===== config.mk =====
export PLATFORM = sky130hd
export DESIGN_NAME = stack_language_lexer
export DESIGN_NICKNAME = d
export VERILOG_FILES = /design/src/sll_pkg.sv /design/src/stack_language_lexer.sv /design/src/sll_front.sv /design/src/sll_queue.sv /design/src/sll_back.sv
export SDC_FILE = /design/constraint.sdc
export NUM_CORES = 1
export LEC_CHECK = 0
export ABC_AREA = 1
export BUFFER_PORTS_ARGS = -buffer_cell sky130_fd_sc_hd__buf_2
export CAP_MARGIN = 20
export CORE_UTILIZATION = 40
export DETAILED_ROUTE_END_ITERATION = 10
export SLEW_MARGIN = 10
export SYNTH_ARGS = -nofsm -noshare
export SYNTH_HDL_FRONTEND = slang
export SYNTH_SLANG_ARGS = --single-unit

===== constraint.sdc =====
create_clock -name clock -period 36.1 [get_ports clock]
set_input_delay 7.22 -clock clock [delete_from_list [all_inputs] [get_ports clock]]
set_output_delay 7.22 -clock clock [all_outputs]
set_load 0.1 [all_outputs]

===== src/sll_pkg.sv =====
// Shared types, constants and helper functions for the stack language lexer.
`default_nettype none

package sll_pkg;

   // Field widths.
   localparam int OFFSET_BITS   = 24;
   localparam int POSITION_BITS = 16;
   localparam int KIND_BITS     = 5;
   localparam int STATUS_BITS   = 2;
   localparam int MODE_BITS     = 4;

   // Depth of the token group queue between the scanner and the emitter.
   localparam int QUEUE_DEPTH = 4;
   localparam int QPTR_BITS   = $clog2(QUEUE_DEPTH);

   // Scanner modes.
   localparam logic [MODE_BITS-1:0] MODE_IDLE    = 4'd0;
   localparam logic [MODE_BITS-1:0] MODE_MINUS   = 4'd1;
   localparam logic [MODE_BITS-1:0] MODE_LT      = 4'd2;
   localparam logic [MODE_BITS-1:0] MODE_SLASH   = 4'd3;
   localparam logic [MODE_BITS-1:0] MODE_COMMENT = 4'd4;
   localparam logic [MODE_BITS-1:0] MODE_STRING  = 4'd5;
   localparam logic [MODE_BITS-1:0] MODE_NUMBER  = 4'd6;
   localparam logic [MODE_BITS-1:0] MODE_WORD    = 4'd7;
   localparam logic [MODE_BITS-1:0] MODE_HALT    = 4'd8;

   // Token kinds.
   localparam logic [KIND_BITS-1:0] K_PLUS   = 5'd0;
   localparam logic [KIND_BITS-1:0] K_MINUS  = 5'd1;
   localparam logic [KIND_BITS-1:0] K_MULT   = 5'd2;
   localparam logic [KIND_BITS-1:0] K_DIV    = 5'd3;
   localparam logic [KIND_BITS-1:0] K_MOD    = 5'd4;
   localparam logic [KIND_BITS-1:0] K_LT     = 5'd5;
   localparam logic [KIND_BITS-1:0] K_GT     = 5'd6;
   localparam logic [KIND_BITS-1:0] K_EQ     = 5'd7;
   localparam logic [KIND_BITS-1:0] K_NUMBER = 5'd8;
   localparam logic [KIND_BITS-1:0] K_STRING = 5'd9;
   localparam logic [KIND_BITS-1:0] K_DUMP   = 5'd10;
   localparam logic [KIND_BITS-1:0] K_BDUMP  = 5'd11;
   localparam logic [KIND_BITS-1:0] K_DUP    = 5'd12;
   localparam logic [KIND_BITS-1:0] K_TWODUP = 5'd13;
   localparam logic [KIND_BITS-1:0] K_DROP   = 5'd14;
   localparam logic [KIND_BITS-1:0] K_SWAP   = 5'd15;
   localparam logic [KIND_BITS-1:0] K_STASH  = 5'd16;
   localparam logic [KIND_BITS-1:0] K_POP    = 5'd17;
   localparam logic [KIND_BITS-1:0] K_WORD   = 5'd18;

   // Result status codes.
   localparam logic [STATUS_BITS-1:0] ST_TOKEN     = 2'd0;
   localparam logic [STATUS_BITS-1:0] ST_UNHANDLED = 2'd1;
   localparam logic [STATUS_BITS-1:0] ST_OPEN_STR  = 2'd2;

   // Character codes.
   localparam logic [7:0] CH_PLUS   = 8'h2B;
   localparam logic [7:0] CH_MINUS  = 8'h2D;
   localparam logic [7:0] CH_STAR   = 8'h2A;
   localparam logic [7:0] CH_SLASH  = 8'h2F;
   localparam logic [7:0] CH_PCT    = 8'h25;
   localparam logic [7:0] CH_LT     = 8'h3C;
   localparam logic [7:0] CH_GT     = 8'h3E;
   localparam logic [7:0] CH_EQ     = 8'h3D;
   localparam logic [7:0] CH_QMARK  = 8'h3F;
   localparam logic [7:0] CH_BANG   = 8'h21;
   localparam logic [7:0] CH_DOT    = 8'h2E;
   localparam logic [7:0] CH_COLON  = 8'h3A;
   localparam logic [7:0] CH_COMMA  = 8'h2C;
   localparam logic [7:0] CH_SEMI   = 8'h3B;
   localparam logic [7:0] CH_QUOTE  = 8'h22;
   localparam logic [7:0] CH_SPACE  = 8'h20;
   localparam logic [7:0] CH_TAB    = 8'h09;
   localparam logic [7:0] CH_LF     = 8'h0A;
   localparam logic [7:0] CH_CR     = 8'h0D;

   // One result item.
   typedef struct packed {
      logic [KIND_BITS-1:0]     kind;
      logic [STATUS_BITS-1:0]   status;
      logic [OFFSET_BITS-1:0]   start;
      logic [OFFSET_BITS-1:0]   length;
      logic [POSITION_BITS-1:0] column;
      logic [POSITION_BITS-1:0] line;
   } token_type;

   // All results caused by one source byte: one or two tokens.
   typedef struct packed {
      token_type first;
      token_type second;
      logic      two;
   } group_type;

   // Saturating increments.
   function automatic logic [OFFSET_BITS-1:0] sat_off(input logic [OFFSET_BITS-1:0] v);
      return (v == {OFFSET_BITS{1'b1}}) ? v : v + OFFSET_BITS'(1);
   endfunction

   function automatic logic [POSITION_BITS-1:0] sat_pos(input logic [POSITION_BITS-1:0] v);
      return (v == {POSITION_BITS{1'b1}}) ? v : v + POSITION_BITS'(1);
   endfunction

endpackage

`default_nettype wire


===== src/stack_language_lexer.sv =====
// Top level of the stack language lexer: scanner, group queue and emitter.
//
// Usage: source bytes enter through a queue-like port. A transaction is taken
// at a clock edge where req_push is high and req_full is low; req_end_of_text
// marks the final byte of a text and flushes any open token. Results leave
// through a second queue-like port: while rsp_empty is low the oldest result
// is on the rsp_ ports, and it is taken at an edge where rsp_pop is high.
// Each byte yields zero, one or two results; rsp_last_of_run marks the last.
// Throughput: one byte per cycle on the input while req_full is low, and one
// result per cycle on the output while rsp_pop is high. A byte's first result
// reaches the rsp_ ports through the group queue, written at the accepting
// edge, and then the emitter's output register, loaded once that is free.
// When the receiver stalls, results collect in a four-group queue and the
// input keeps taking bytes until that queue is full; req_full then rises.
// An unhandled byte reports an error and halts the scanner: later bytes are
// still taken but give no results until reset.
// Reset (synchronous, active high) clears the queue and output, and returns
// the scanner to idle at offset 0, column 1, line 1.
`default_nettype none

module stack_language_lexer (
   input  wire logic                              clock,
   input  wire logic                              reset,
   input  wire logic                              req_push,
   output logic                                   req_full,
   input  wire logic [7:0]                        req_source_byte,
   input  wire logic                              req_end_of_text,
   output logic                                   rsp_empty,
   input  wire logic                              rsp_pop,
   output logic [sll_pkg::KIND_BITS-1:0]          rsp_token_kind,
   output logic [sll_pkg::STATUS_BITS-1:0]        rsp_status,
   output logic [sll_pkg::OFFSET_BITS-1:0]        rsp_start_offset,
   output logic [sll_pkg::OFFSET_BITS-1:0]        rsp_text_length,
   output logic [sll_pkg::POSITION_BITS-1:0]      rsp_column,
   output logic [sll_pkg::POSITION_BITS-1:0]      rsp_line,
   output logic                                   rsp_last_of_run
);
   import sll_pkg::*;

   logic      accept;
   logic      group_valid;
   group_type group;
   logic      q_full;
   logic      q_empty;
   logic      q_pop;
   group_type q_head;
   logic      out_valid;
   token_type out_tok;

   assign accept   = req_push && !q_full;
   assign req_full = q_full;

   // Scanner.
   sll_front u_front (
      .clock       (clock),
      .reset       (reset),
      .byte_valid  (accept),
      .source_byte (req_source_byte),
      .end_of_text (req_end_of_text),
      .group_valid (group_valid),
      .group       (group)
   );

   // Queue of result groups.
   sll_queue u_queue (
      .clock     (clock),
      .reset     (reset),
      .push      (group_valid),
      .push_data (group),
      .full      (q_full),
      .pop       (q_pop),
      .empty     (q_empty),
      .head      (q_head)
   );

   // Emitter.
   sll_back u_back (
      .clock     (clock),
      .reset     (reset),
      .q_empty   (q_empty),
      .q_head    (q_head),
      .q_pop     (q_pop),
      .out_valid (out_valid),
      .out_tok   (out_tok),
      .out_last  (rsp_last_of_run),
      .out_pop   (rsp_pop)
   );

   assign rsp_empty        = !out_valid;
   assign rsp_token_kind   = out_tok.kind;
   assign rsp_status       = out_tok.status;
   assign rsp_start_offset = out_tok.start;
   assign rsp_text_length  = out_tok.length;
   assign rsp_column       = out_tok.column;
   assign rsp_line         = out_tok.line;

endmodule

`default_nettype wire


===== src/sll_front.sv =====
// Scanner: consumes one source byte per transaction and forms the tokens it closes.
`default_nettype none

module sll_front (
   input  wire logic               clock,
   input  wire logic               reset,
   input  wire logic               byte_valid,
   input  wire logic [7:0]         source_byte,
   input  wire logic               end_of_text,
   output logic                    group_valid,
   output sll_pkg::group_type      group
);
   import sll_pkg::*;

   logic [MODE_BITS-1:0]     mode_ff, mode_in;
   logic [OFFSET_BITS-1:0]   pos_ff, pos_in;
   logic [OFFSET_BITS-1:0]   ostart_ff, ostart_in;
   logic [OFFSET_BITS-1:0]   olen_ff, olen_in;
   logic [POSITION_BITS-1:0] ocol_ff, ocol_in;
   logic [POSITION_BITS-1:0] oline_ff, oline_in;
   logic [POSITION_BITS-1:0] ccol_ff, ccol_in;
   logic [POSITION_BITS-1:0] cline_ff, cline_in;

   token_type                emit_tok [2];
   logic [1:0]               emit_cnt;
   logic                     go;
   logic                     single_hit;
   logic [KIND_BITS-1:0]     single_k;
   logic                     is_digit;
   logic                     is_alpha;

   function automatic token_type make_token(
      input logic [KIND_BITS-1:0]     kind,
      input logic [STATUS_BITS-1:0]   status,
      input logic [OFFSET_BITS-1:0]   start,
      input logic [OFFSET_BITS-1:0]   length,
      input logic [POSITION_BITS-1:0] column,
      input logic [POSITION_BITS-1:0] line
   );
      token_type t;
      t.kind   = kind;
      t.status = status;
      t.start  = start;
      t.length = length;
      t.column = column;
      t.line   = line;
      return t;
   endfunction

   // Byte classes.
   assign is_digit = (source_byte >= 8'h30) && (source_byte <= 8'h39);
   assign is_alpha = ((source_byte >= 8'h41) && (source_byte <= 8'h5A)) ||
                     ((source_byte >= 8'h61) && (source_byte <= 8'h7A));

   // Single-byte operators.
   always_comb begin
      single_hit = 1'b1;
      single_k   = K_PLUS;
      unique case (source_byte)
         CH_PLUS:  single_k = K_PLUS;
         CH_STAR:  single_k = K_MULT;
         CH_PCT:   single_k = K_MOD;
         CH_GT:    single_k = K_GT;
         CH_EQ:    single_k = K_EQ;
         CH_QMARK: single_k = K_DUMP;
         CH_BANG:  single_k = K_BDUMP;
         CH_DOT:   single_k = K_DUP;
         CH_COLON: single_k = K_TWODUP;
         CH_COMMA: single_k = K_DROP;
         CH_SEMI:  single_k = K_SWAP;
         default:  single_hit = 1'b0;
      endcase
   end

   // Next state and emitted tokens for the byte on the input.
   always_comb begin
      mode_in     = mode_ff;
      pos_in      = pos_ff;
      ostart_in   = ostart_ff;
      olen_in     = olen_ff;
      ocol_in     = ocol_ff;
      oline_in    = oline_ff;
      ccol_in     = ccol_ff;
      cline_in    = cline_ff;
      emit_tok[0] = '0;
      emit_tok[1] = '0;
      emit_cnt    = 2'd0;
      go          = 1'b0;

      if (byte_valid && (mode_ff != MODE_HALT)) begin
         // Close or extend the open token.
         unique case (mode_ff)
            MODE_STRING: begin
               if (source_byte == CH_QUOTE) begin
                  emit_tok[emit_cnt[0]] = make_token(K_STRING, ST_TOKEN, ostart_in, olen_in,
                                                     ocol_in, oline_in);
                  emit_cnt = emit_cnt + 2'd1;
                  mode_in  = MODE_IDLE;
               end else begin
                  olen_in = sat_off(olen_in);
               end
               ccol_in = sat_pos(ccol_in);
            end
            MODE_COMMENT: begin
               if (source_byte == CH_LF) begin
                  mode_in = MODE_IDLE;
                  go      = 1'b1;
               end else begin
                  ccol_in = sat_pos(ccol_in);
               end
            end
            MODE_MINUS, MODE_LT: begin
               if ((mode_ff == MODE_MINUS && source_byte == CH_GT) ||
                   (mode_ff == MODE_LT && source_byte == CH_MINUS)) begin
                  olen_in = OFFSET_BITS'(2);
                  emit_tok[emit_cnt[0]] = make_token((mode_ff == MODE_MINUS) ? K_POP : K_STASH,
                                                     ST_TOKEN, ostart_in, olen_in,
                                                     ocol_in, oline_in);
                  emit_cnt = emit_cnt + 2'd1;
                  mode_in  = MODE_IDLE;
                  ccol_in  = sat_pos(ccol_in);
               end else begin
                  emit_tok[emit_cnt[0]] = make_token((mode_ff == MODE_MINUS) ? K_MINUS : K_LT,
                                                     ST_TOKEN, ostart_in, olen_in,
                                                     ocol_in, oline_in);
                  emit_cnt = emit_cnt + 2'd1;
                  mode_in  = MODE_IDLE;
                  go       = 1'b1;
               end
            end
            MODE_SLASH: begin
               if (source_byte == CH_SLASH) begin
                  mode_in = MODE_COMMENT;
                  ccol_in = sat_pos(ccol_in);
               end else begin
                  emit_tok[emit_cnt[0]] = make_token(K_DIV, ST_TOKEN, ostart_in, olen_in,
                                                     ocol_in, oline_in);
                  emit_cnt = emit_cnt + 2'd1;
                  mode_in  = MODE_IDLE;
                  go       = 1'b1;
               end
            end
            MODE_NUMBER, MODE_WORD: begin
               if ((mode_ff == MODE_NUMBER) ? is_digit : is_alpha) begin
                  olen_in = sat_off(olen_in);
                  ccol_in = sat_pos(ccol_in);
               end else begin
                  emit_tok[emit_cnt[0]] = make_token((mode_ff == MODE_NUMBER) ? K_NUMBER : K_WORD,
                                                     ST_TOKEN, ostart_in, olen_in,
                                                     ocol_in, oline_in);
                  emit_cnt = emit_cnt + 2'd1;
                  mode_in  = MODE_IDLE;
                  go       = 1'b1;
               end
            end
            default: begin
               mode_in = MODE_IDLE;
               go      = 1'b1;
            end
         endcase

         // Start a new token from this byte when nothing holds it.
         if (go) begin
            priority if (single_hit) begin
               emit_tok[emit_cnt[0]] = make_token(single_k, ST_TOKEN, pos_ff, OFFSET_BITS'(1),
                                                  ccol_in, cline_in);
               emit_cnt = emit_cnt + 2'd1;
               ccol_in  = sat_pos(ccol_in);
            end else if (source_byte == CH_QUOTE) begin
               mode_in   = MODE_STRING;
               ostart_in = sat_off(pos_ff);
               olen_in   = '0;
               ocol_in   = ccol_in;
               oline_in  = cline_in;
               ccol_in   = sat_pos(ccol_in);
            end else if (source_byte == CH_MINUS || source_byte == CH_LT ||
                         source_byte == CH_SLASH) begin
               mode_in   = (source_byte == CH_MINUS) ? MODE_MINUS :
                           ((source_byte == CH_LT) ? MODE_LT : MODE_SLASH);
               ostart_in = pos_ff;
               olen_in   = OFFSET_BITS'(1);
               ocol_in   = ccol_in;
               oline_in  = cline_in;
               ccol_in   = sat_pos(ccol_in);
            end else if (source_byte == CH_SPACE || source_byte == CH_TAB) begin
               ccol_in = sat_pos(ccol_in);
            end else if (source_byte == CH_LF || source_byte == CH_CR) begin
               ccol_in  = POSITION_BITS'(1);
               cline_in = sat_pos(cline_in);
            end else if (is_digit || is_alpha) begin
               mode_in   = is_digit ? MODE_NUMBER : MODE_WORD;
               ostart_in = pos_ff;
               olen_in   = OFFSET_BITS'(1);
               ocol_in   = ccol_in;
               oline_in  = cline_in;
               ccol_in   = sat_pos(ccol_in);
            end else begin
               emit_tok[emit_cnt[0]] = make_token(K_PLUS, ST_UNHANDLED, pos_ff,
                                                  OFFSET_BITS'(1), ccol_in, cline_in);
               emit_cnt = emit_cnt + 2'd1;
               mode_in  = MODE_HALT;
            end
         end

         pos_in = sat_off(pos_ff);

         // End of text: flush the open token and return to the reset state.
         if (end_of_text && (mode_in != MODE_HALT)) begin
            if (mode_in == MODE_MINUS || mode_in == MODE_LT || mode_in == MODE_SLASH ||
                mode_in == MODE_NUMBER || mode_in == MODE_WORD) begin
               emit_tok[emit_cnt[0]] = make_token(
                  (mode_in == MODE_MINUS) ? K_MINUS :
                  (mode_in == MODE_LT) ? K_LT :
                  (mode_in == MODE_SLASH) ? K_DIV :
                  (mode_in == MODE_NUMBER) ? K_NUMBER : K_WORD,
                  ST_TOKEN, ostart_in, olen_in, ocol_in, oline_in);
               emit_cnt = emit_cnt + 2'd1;
            end else if (mode_in == MODE_STRING) begin
               emit_tok[emit_cnt[0]] = make_token(K_PLUS, ST_OPEN_STR, ostart_in, olen_in,
                                                  ocol_in, oline_in);
               emit_cnt = emit_cnt + 2'd1;
            end
            mode_in   = MODE_IDLE;
            pos_in    = '0;
            ostart_in = '0;
            olen_in   = '0;
            ocol_in   = POSITION_BITS'(1);
            oline_in  = POSITION_BITS'(1);
            ccol_in   = POSITION_BITS'(1);
            cline_in  = POSITION_BITS'(1);
         end
      end
   end

   // Scanner state.
   always_ff @(posedge clock) begin
      if (reset) begin
         mode_ff   <= MODE_IDLE;
         pos_ff    <= '0;
         ostart_ff <= '0;
         olen_ff   <= '0;
         ocol_ff   <= POSITION_BITS'(1);
         oline_ff  <= POSITION_BITS'(1);
         ccol_ff   <= POSITION_BITS'(1);
         cline_ff  <= POSITION_BITS'(1);
      end else begin
         mode_ff   <= mode_in;
         pos_ff    <= pos_in;
         ostart_ff <= ostart_in;
         olen_ff   <= olen_in;
         ocol_ff   <= ocol_in;
         oline_ff  <= oline_in;
         ccol_ff   <= ccol_in;
         cline_ff  <= cline_in;
      end
   end

   // Group of results for the queue.
   assign group_valid  = (emit_cnt != 2'd0);
   assign group.first  = emit_tok[0];
   assign group.second = emit_tok[1];
   assign group.two    = emit_cnt[1];

endmodule

`default_nettype wire


===== src/sll_queue.sv =====
// Short queue of token groups between the scanner and the emitter.
`default_nettype none

module sll_queue (
   input  wire logic               clock,
   input  wire logic               reset,
   input  wire logic               push,
   input  wire sll_pkg::group_type push_data,
   output logic                    full,
   input  wire logic               pop,
   output logic                    empty,
   output sll_pkg::group_type      head
);
   import sll_pkg::*;

   group_type              slot_ff [QUEUE_DEPTH];
   logic [QPTR_BITS-1:0]   wr_ff, wr_in;
   logic [QPTR_BITS-1:0]   rd_ff, rd_in;
   logic [QPTR_BITS:0]     count_ff, count_in;

   assign full  = (count_ff == (QPTR_BITS+1)'(QUEUE_DEPTH));
   assign empty = (count_ff == '0);
   assign head  = slot_ff[rd_ff];

   // Pointer and fill bookkeeping.
   always_comb begin
      wr_in    = push ? wr_ff + QPTR_BITS'(1) : wr_ff;
      rd_in    = pop ? rd_ff + QPTR_BITS'(1) : rd_ff;
      count_in = count_ff + (QPTR_BITS+1)'(push) - (QPTR_BITS+1)'(pop);
   end

   always_ff @(posedge clock) begin
      if (reset) begin
         wr_ff    <= '0;
         rd_ff    <= '0;
         count_ff <= '0;
      end else begin
         wr_ff    <= wr_in;
         rd_ff    <= rd_in;
         count_ff <= count_in;
      end
   end

   // Entry storage.
   always_ff @(posedge clock) begin
      if (push) begin
         slot_ff[wr_ff] <= push_data;
      end
   end

`ifndef NO_ASSERTIONS
   a_no_overflow: assert property (@(posedge clock) disable iff (reset)
      !(push && full && !pop))
      else $error("queue written while full");
   a_no_underflow: assert property (@(posedge clock) disable iff (reset)
      !(pop && empty))
      else $error("queue read while empty");
   a_count_bound: assert property (@(posedge clock) disable iff (reset)
      count_ff <= (QPTR_BITS+1)'(QUEUE_DEPTH))
      else $error("queue count beyond depth");
   a_count_tracks: assert property (@(posedge clock) disable iff (reset)
      (push && !pop) |=> (count_ff == $past(count_ff) + (QPTR_BITS+1)'(1)))
      else $error("queue count did not follow a write");
`endif

endmodule

`default_nettype wire


===== src/sll_back.sv =====
// Emitter: takes token groups from the queue and presents them one result at a time.
`default_nettype none

module sll_back (
   input  wire logic               clock,
   input  wire logic               reset,
   input  wire logic               q_empty,
   input  wire sll_pkg::group_type q_head,
   output logic                    q_pop,
   output logic                    out_valid,
   output sll_pkg::token_type      out_tok,
   output logic                    out_last,
   input  wire logic               out_pop
);
   import sll_pkg::*;

   logic      valid_ff, valid_in;
   logic      pend_ff, pend_in;
   logic      last_ff, last_in;
   token_type tok_ff, tok_in;
   token_type pend_tok_ff, pend_tok_in;
   logic      free;

   // The output register can load when it is empty or being taken.
   assign free = !valid_ff || out_pop;

   always_comb begin
      valid_in    = valid_ff;
      pend_in     = pend_ff;
      last_in     = last_ff;
      tok_in      = tok_ff;
      pend_tok_in = pend_tok_ff;
      q_pop       = 1'b0;
      if (free) begin
         priority if (pend_ff) begin
            valid_in = 1'b1;
            tok_in   = pend_tok_ff;
            last_in  = 1'b1;
            pend_in  = 1'b0;
         end else if (!q_empty) begin
            valid_in    = 1'b1;
            tok_in      = q_head.first;
            last_in     = !q_head.two;
            pend_in     = q_head.two;
            pend_tok_in = q_head.second;
            q_pop       = 1'b1;
         end else begin
            valid_in = 1'b0;
         end
      end
   end

   always_ff @(posedge clock) begin
      if (reset) begin
         valid_ff <= 1'b0;
         pend_ff  <= 1'b0;
      end else begin
         valid_ff <= valid_in;
         pend_ff  <= pend_in;
      end
   end

   always_ff @(posedge clock) begin
      last_ff     <= last_in;
      tok_ff      <= tok_in;
      pend_tok_ff <= pend_tok_in;
   end

   assign out_valid = valid_ff;
   assign out_tok   = tok_ff;
   assign out_last  = last_ff;

`ifndef NO_ASSERTIONS
   a_pend_behind_first: assert property (@(posedge clock) disable iff (reset)
      pend_ff |-> (valid_ff && !last_ff))
      else $error("second token pending without a first one shown");
   a_second_is_last: assert property (@(posedge clock) disable iff (reset)
      (pend_ff && out_pop) |=> (valid_ff && last_ff))
      else $error("second token of a group not marked last");
   a_no_pop_while_pending: assert property (@(posedge clock) disable iff (reset)
      pend_ff |-> !q_pop)
      else $error("queue read while a second token waits");
`endif

endmodule

`default_nettype wire

After elaboration in Yosys (flattened, before gate mapping)

Memory sizes are Yosys's and may differ from the RTL's. A register that Yosys moved wholly into a read port is not among the register bits.
Index checks and enable logic that the tools add are counted.

Output and inout bits: 90
Bits in latches: 0
Bits in writable memories: 700
Register bits: 324
ROM bits: 0
Memories: 1

Memory list:

| name            | depth | bits a word | read ports | clocked after memory_dff | write ports | line            | text |
|---|---|---|---|---|---|---|---|
| u_queue.slot_ff | 4     | 175         | 1          | 1                        | 1           | sll_queue.sv:16 | `group_type slot_ff [QUEUE_DEPTH];` |

Equal/unequal tests: 46
$add $sub $neg: 11
Multiply operators: 0
Shifts and indexed selects: 0
Bitwise gates (word level): 4
Muxes and demuxes: 156
Div/mod/pow operators: 0
$lt $le $gt $ge: 10
Reduce and logical (&&, ||, !) cells: 35

Operator list:

| operator                                             | number |
|---|---|
| 2-to-1 mux 174 bit                                   | 12 |
| bitwise mux 174 bit                                  | 4 |
| 2-to-1 mux 16 bit                                    | 41 |
| 2-to-1 mux 87 bit                                    | 7 |
| 2-to-1 mux 24 bit                                    | 24 |
| one-hot mux 87 bit (4 select lines)                  | 1 |
| demux 87 bit (select 1 bit)                          | 2 |
| equality test 8 x 6 -> 1 bit (second input constant) | 16 |
| 2-to-1 mux 86 bit                                    | 1 |
| 2-to-1 mux 84 bit                                    | 1 |
| one-hot mux 16 bit (5 select lines)                  | 1 |
| one-hot mux 24 bit (3 select lines)                  | 1 |
| 2-to-1 mux 4 bit                                     | 13 |
| adder 16 x 1 -> 16 bit (second input constant)       | 3 |
| adder 24 x 1 -> 24 bit (second input constant)       | 2 |
| equality test 16 bit (second input constant)         | 3 |
| equality test 24 bit (second input constant)         | 2 |
| one-hot mux 4 bit (10 select lines)                  | 1 |
| 2-to-1 mux 2 bit                                     | 15 |
| equality test 4 x 3 -> 1 bit (second input constant) | 7 |
| 2-to-1 mux 5 bit                                     | 5 |
| equality test 8 x 4 -> 1 bit (second input constant) | 3 |
| 2-to-1 mux 1 bit                                     | 22 |
| equality test 4 x 2 -> 1 bit (second input constant) | 4 |
| other kinds (29)                                     | 71 |

Depth between registers and ports, before layout

Depth after elaboration: 26
Depth in mapped cells: 27

Hierarchy

Synthesis repeated with hierarchy kept, for this count alone.

Cell total of the unflattened synthesis: 4836
Area, all modules: 47608.2 sq um

By module, submodules not included:

| module               | instances | area each (sq um) | cells each | sequential area each (sq um) |
|---|---|---|---|---|
| sll_queue            | 1         | 27914.3           | 2098       | 21200.3 |
| sll_front            | 1         | 13228.9           | 2263       | 2802.7 |
| sll_back             | 1         | 6451.2            | 472        | 5295.1 |
| stack_language_lexer | 1         | 13.8              | 3          | 0.0 |

Worst setup path after synthesis

OpenSTA, ideal clock, no wires.

Path kind: in2reg
From: input req_source_byte[6]
To: memory u_queue.slot_ff[0][0] (netlist name) (enable)
Path slack: 18.065 ns
Data required time: 35.385 ns
Library setup time: 0.715 ns
Arrival: 17.320 ns
Stages on the path: 25
Path buffers: 2
Cells stage by stage: inv_1 > nand2_2 > nor2_4 > inv_2 > nor3_4 > nand2_1 > nand2_1 > inv_2 > nand2_1 > nor2_2 > inv_2 > buf_4 > clkbuf_1 > ha_1 > nor2_1 > nor2_1 > nand2_1 > nand3_4 > ha_1 > nand2_1 > nand3_1 > nand3_1 > nand2_2 > inv_2 > nor2_1

Cells in the longest elaborated chain, start to end: 24
Elaborated cells on any way between the ends: 96
Classes of those cells: add/sub (2); order compare (6); eq/ne (26); mux (43); reduce/logical (19)

Ends and longest elaborated chain:

| element                                                                                  | line                                                 | text |
|---|---|---|
| start, declared                                                                          | stack_language_lexer.sv:26                           | `input wire logic [7:0] req_source_byte,` |
| >= comparator 8 x 7 -> 1 bit (tied with other cells)                                     | sll_front.sv:52                                      | `assign is_alpha = ((source_byte >= 8'h41) && (source_byte <= 8'h5A)) \|\|` |
| logical AND 1 bit (on tied branches)                                                     | sll_front.sv:52, sll_front.sv:53                     |  |
| logical OR 1 bit                                                                         | sll_front.sv:52                                      |  |
| 2-to-1 mux 1 bit                                                                         | sll_front.sv:144                                     | `if ((mode_ff == MODE_NUMBER) ? is_digit : is_alpha) begin` |
| 2-to-1 mux 1 bit or 2-to-1 mux 4 bit (tied branches)                                     | sll_front.sv:144                                     |  |
| one-hot mux 2 bit (4 select lines) or one-hot mux 4 bit (4 select lines) (tied branches) | sll_front.sv:92                                      | `unique case (mode_ff)` |
| 2-to-1 mux 2 bit or 2-to-1 mux 4 bit (tied branches)                                     | sll_front.sv:90, sll_front.sv:187                    |  |
| adder 2 x 1 -> 2 bit or 2-to-1 mux 4 bit (tied branches)                                 | sll_front.sv:167, sll_front.sv:200, sll_front.sv:185 |  |
| [8 not listed]                                                                           | --                                                   |  |
| adder 2 x 1 -> 2 bit or logical OR 1 bit (tied branches)                                 | sll_front.sv:217, sll_front.sv:221, sll_front.sv:209 |  |
| 2-to-1 mux 2 bit or logical OR 1 bit (tied branches)                                     | sll_front.sv:218, sll_front.sv:210                   |  |
| 2-to-1 mux 2 bit                                                                         | sll_front.sv:209                                     | `if (mode_in == MODE_MINUS \|\| mode_in == MODE_LT \|\| mode_in == MODE_SLASH \|\|` |
| 2-to-1 mux 2 bit (*)                                                                     | sll_front.sv:208                                     | `if (end_of_text && (mode_in != MODE_HALT)) begin` |
| 2-to-1 mux 2 bit (*)                                                                     | sll_front.sv:90                                      | `if (byte_valid && (mode_ff != MODE_HALT)) begin` |
| nonzero test 2 bit (*)                                                                   | sll_front.sv:259                                     | `assign group_valid = (emit_cnt != 2'd0);` |
| 2-to-1 mux 1 bit (*)                                                                     | sll_queue.sv:46                                      | `if (push) begin` |
| 2-to-1 mux 1 bit (implied by the code) (*)                                               | sll_queue.sv:47                                      | `slot_ff[wr_ff] <= push_data;` |
| end, declared                                                                            | sll_queue.sv:16                                      |  |

Mark *: on every way between the ends. The rest lies on a longest branch, timed or not. The select of a mux whose other input is x is not followed.

Worst setup path in the final report

From: input req_source_byte[2]
To: memory u_queue.slot_ff[0][42] (netlist name) (enable)

Same word-level chain as after synthesis.

==> impl_metrics.env <==
export IMPL_yosys_warnings=0
export IMPL_vias_per_cell=5.45
export IMPL_slew_headroom_pct=10.2
export IMPL_clock_sink_count=1026
export IMPL_synth_area_leader_cell="edfxtp_1"
export IMPL_drt_met1_wl_um=55900
export IMPL_tritoncts="yes"
export IMPL_synth_most_common_cell="edfxtp_1"
export IMPL_postRouteAntennaNets=0
export IMPL_vdd_drop_max_mv=0.0648
export IMPL_synth_xor_area_share_pct=0.787
export IMPL_period_minus_slack_ps=13070
export IMPL_topRoutingLayerUsed="met5"
export IMPL_yosys_top_cells_count="875 x edfxtp_1, 858 x nor2_1, 701 x nand2_1, 516 x o21ai_0, 321 x a21oi_1"
export IMPL_hold_slack_ps=464
export IMPL_wl_met2_um=60200
export IMPL_worst_r2r_path_depth=24
export IMPL_wl_met3_um=8580
export IMPL_gr_total_overflow=0
export IMPL_synth_area_sq_um=45700
export IMPL_synth_top_family_by_area="simple AND/OR/NAND/NOR gates"
export IMPL_dr_pass1_iters=6
export IMPL_drive_gt1_share_pct=8.35
export IMPL_start_util_pct=40.5
export IMPL_worstSetupPathType="input port to flop"
export IMPL_finClkSkew_ps=36.5
export IMPL_muxShareOfSynthArea_pct=0.0219
export IMPL_fin_util_pct=45.4
export IMPL_core_sq_um=113000
export IMPL_fp_row_count=123
export IMPL_rsz0062_at_grt="no"
export IMPL_cts_path_max_buffers=3
export IMPL_cts_setup_buffers=0
export IMPL_worst_pin_slew_ps=1350
export IMPL_crit_fanout=60
export IMPL_grt_pass1_vias=32056
export IMPL_cp_end_kind="flop"
export IMPL_setup_tns_ps=0
export IMPL_diodes=0
export IMPL_die_h_um=340
export IMPL_syn_area_per_cell_sq_um=9.97
export IMPL_hold_path_class="flop to flop"
export IMPL_synthAdderAreaFrac_pct=0.455
export IMPL_layout_worst_path_cycle_share_pct=36.2
export IMPL_dp_hpwl_um=75200
export IMPL_postCtsResizedCells=0
export IMPL_required_ps=36400
export IMPL_grt_pass1_wl_um=194000
export IMPL_p_leak_nw=17.6
export IMPL_powerDensity_nw_per_um2=84.0
export IMPL_place_gp_congestion=0.909
export IMPL_cts_root_buf="clkbuf_16"
export IMPL_yosys_top_cells_area="edfxtp_1 58%, nor2_1 7.1%, dfxtp_1 6.6%, nand2_1 5.8%, o21ai_0 5.7%"
export IMPL_worst_setup_path_start_kind="input port"
export IMPL_die_x_um=340
export IMPL_fmax_ghz=0.0765
export IMPL_path_clk_slew_ps=60
export IMPL_critPathArrivalTime_ps=13370
export IMPL_vias=33939
export IMPL_cp_startpoint="req_source_byte[2]"
export IMPL_synth_top_area_share_pct=57.6
export IMPL_drv_cap=0
export IMPL_area_growth_pct=12.2
export IMPL_synth_seq_cells=1026
export IMPL_grt_max_degree=233
export IMPL_drt_iter0_markers=3236
export IMPL_maxSlewViolCount=0
export IMPL_setup_viol=0
export IMPL_dieArea_sq_um=115000
export IMPL_hold_violations=0
export IMPL_synth_flop_cell="edfxtp_1"
export IMPL_wl_per_cell_um=20.4
export IMPL_r2r_end="u_queue.slot_ff[0][42]"
export IMPL_pin_count=103
export IMPL_nNetsFinal=4671
export IMPL_fin_area_sq_um=51200
export IMPL_ff2ff_setup_slack_ps=29270
export IMPL_cts_hold_fix_buffers=0
export IMPL_reg2reg_from="u_front.mode_ff[0]"
export IMPL_place_area_sq_um=47800
export IMPL_netlist_instances=4577
export IMPL_drc=0
export IMPL_wl_um=127000
export IMPL_yosysSeqAreaShare_pct=64.2
export IMPL_clock_latency_ps=710
export IMPL_numPortBuffers=102
export IMPL_antenna_found_initial=4
export IMPL_synthSimpleGateAreaFrac_pct=16.4
export IMPL_endpoint="u_queue.slot_ff[0][42]"
export IMPL_ctsHtreeMaxLevel=3
export IMPL_synth_edf_count=875
export IMPL_status="finished clean"
export IMPL_synthDistinctLibCells=57
export IMPL_track_usage_pct=21.6
export IMPL_synth_async_sr_flop_share_pct=0
export IMPL_synth_compound_area_share_pct=13.8
export IMPL_cts_buffers=103
[metal layers]
layer,GRT usage [%],vias up
met5,0,-
met4,6.03,2
met3,2.84,163
met2,35.2,1162
met1,30.1,16536
li1,-,16076
[how the worst min path moves through the flow]
stage	start	end	slack [ps]	depth (start not counted)
after floorplan	u_queue.rd_ff[1]	flop	440	2
after global placement	u_queue.rd_ff[1]	flop	450	2
after detailed placement	u_queue.rd_ff[1]	flop	450	2
after CTS	u_queue.rd_ff[1]	flop	460	2
after global routing	u_queue.rd_ff[1]	flop	480	2
final	u_queue.rd_ff[1]	flop	460	2
[logic make-up (layout without fill, tap and decap cells)]
logic type	after synthesis	in the layout
AOI/OAI and AO/OA	1160	1160
xor gates and xnor gates	41	41
adders and majority gates	16	16
buffers and inverters	508	570
DFF	1026	1026
muxes	1	1
other	1	92
and+or+nand+nor	1824	1824
[cell usage in the layout, fill, tap and decap left out, types with 91 or more instances in the layout]
master     count
nand3_1      114
nor2_1       851
clkbuf_16    105
a21oi_1      321
a31oi_1       91
edfxtp_1     875
o22ai_1      128
inv_1        201
dfxtp_1      149
o21ai_0      515
buf_2        101
conb_1        92
nand2_1      700
[through the flow]
step,worst slack (ps),total power [mW],cells
global placement,21990,3.23,6034
CTS,22620,4.33,6228
floorplan,18070,2.84,4668
finish,23030,4.30,6230
detailed placement,21920,3.24,6035
global route,22630,4.49,6230
[final cells by class]
type / count / area [sq um]
fillers: 10515 / 61600
flip-flops and latches: 1026 / 29300
multi-input cells: 3134 / 14800
clock buffers: 140 / 2820
well taps: 1500 / 1880
repair buffers: 147 / 953
inverters: 230 / 891
clock inverters: 53 / 607
[critical path, stage by stage]
cell     delay (ps)
buf_2           120
inv_1            80
nand2_1         110
nor2_1          160
nand2_1          60
nand2_1          80
nand3_1         110
nand3_2         280
nand2_1         150
nor2_2          620
inv_2            40
buf_4           420
ha_1            420
nor2_1           40
nor2_1          110
nand2_1          90
nand3_4         130
nand3_2          80
buf_4           340
nand2_1         160
nand3_1         130
nand2_2         150
inv_2           110
nor2_4          480
buf_4           830
buf_4           750
[state kept, by name, indices dropped and copies added, names as in the netlist, 24 cells and up, named ones only]
signal	flops
u_back.pend_tok_ff	87
u_back.out_tok	87
u_front.olen_ff	24
u_front.pos_ff	24
u_queue.slot_ff	700
u_front.ostart_ff	24
[where the power goes]
| group | leakage (nW) | switching (mW) | internal [mW] |
|---|---|---|---|
| Sequential | 9.69 | 0.0854 | 1.66 |
| Combinational | 6.25 | 1.21 | 0.268 |
| Clock | 1.67 | 0.454 | 0.634 |
| Total | 17.6 | 1.74 | 2.56 |
Note: power is estimated with default switching activity, not from simulation.
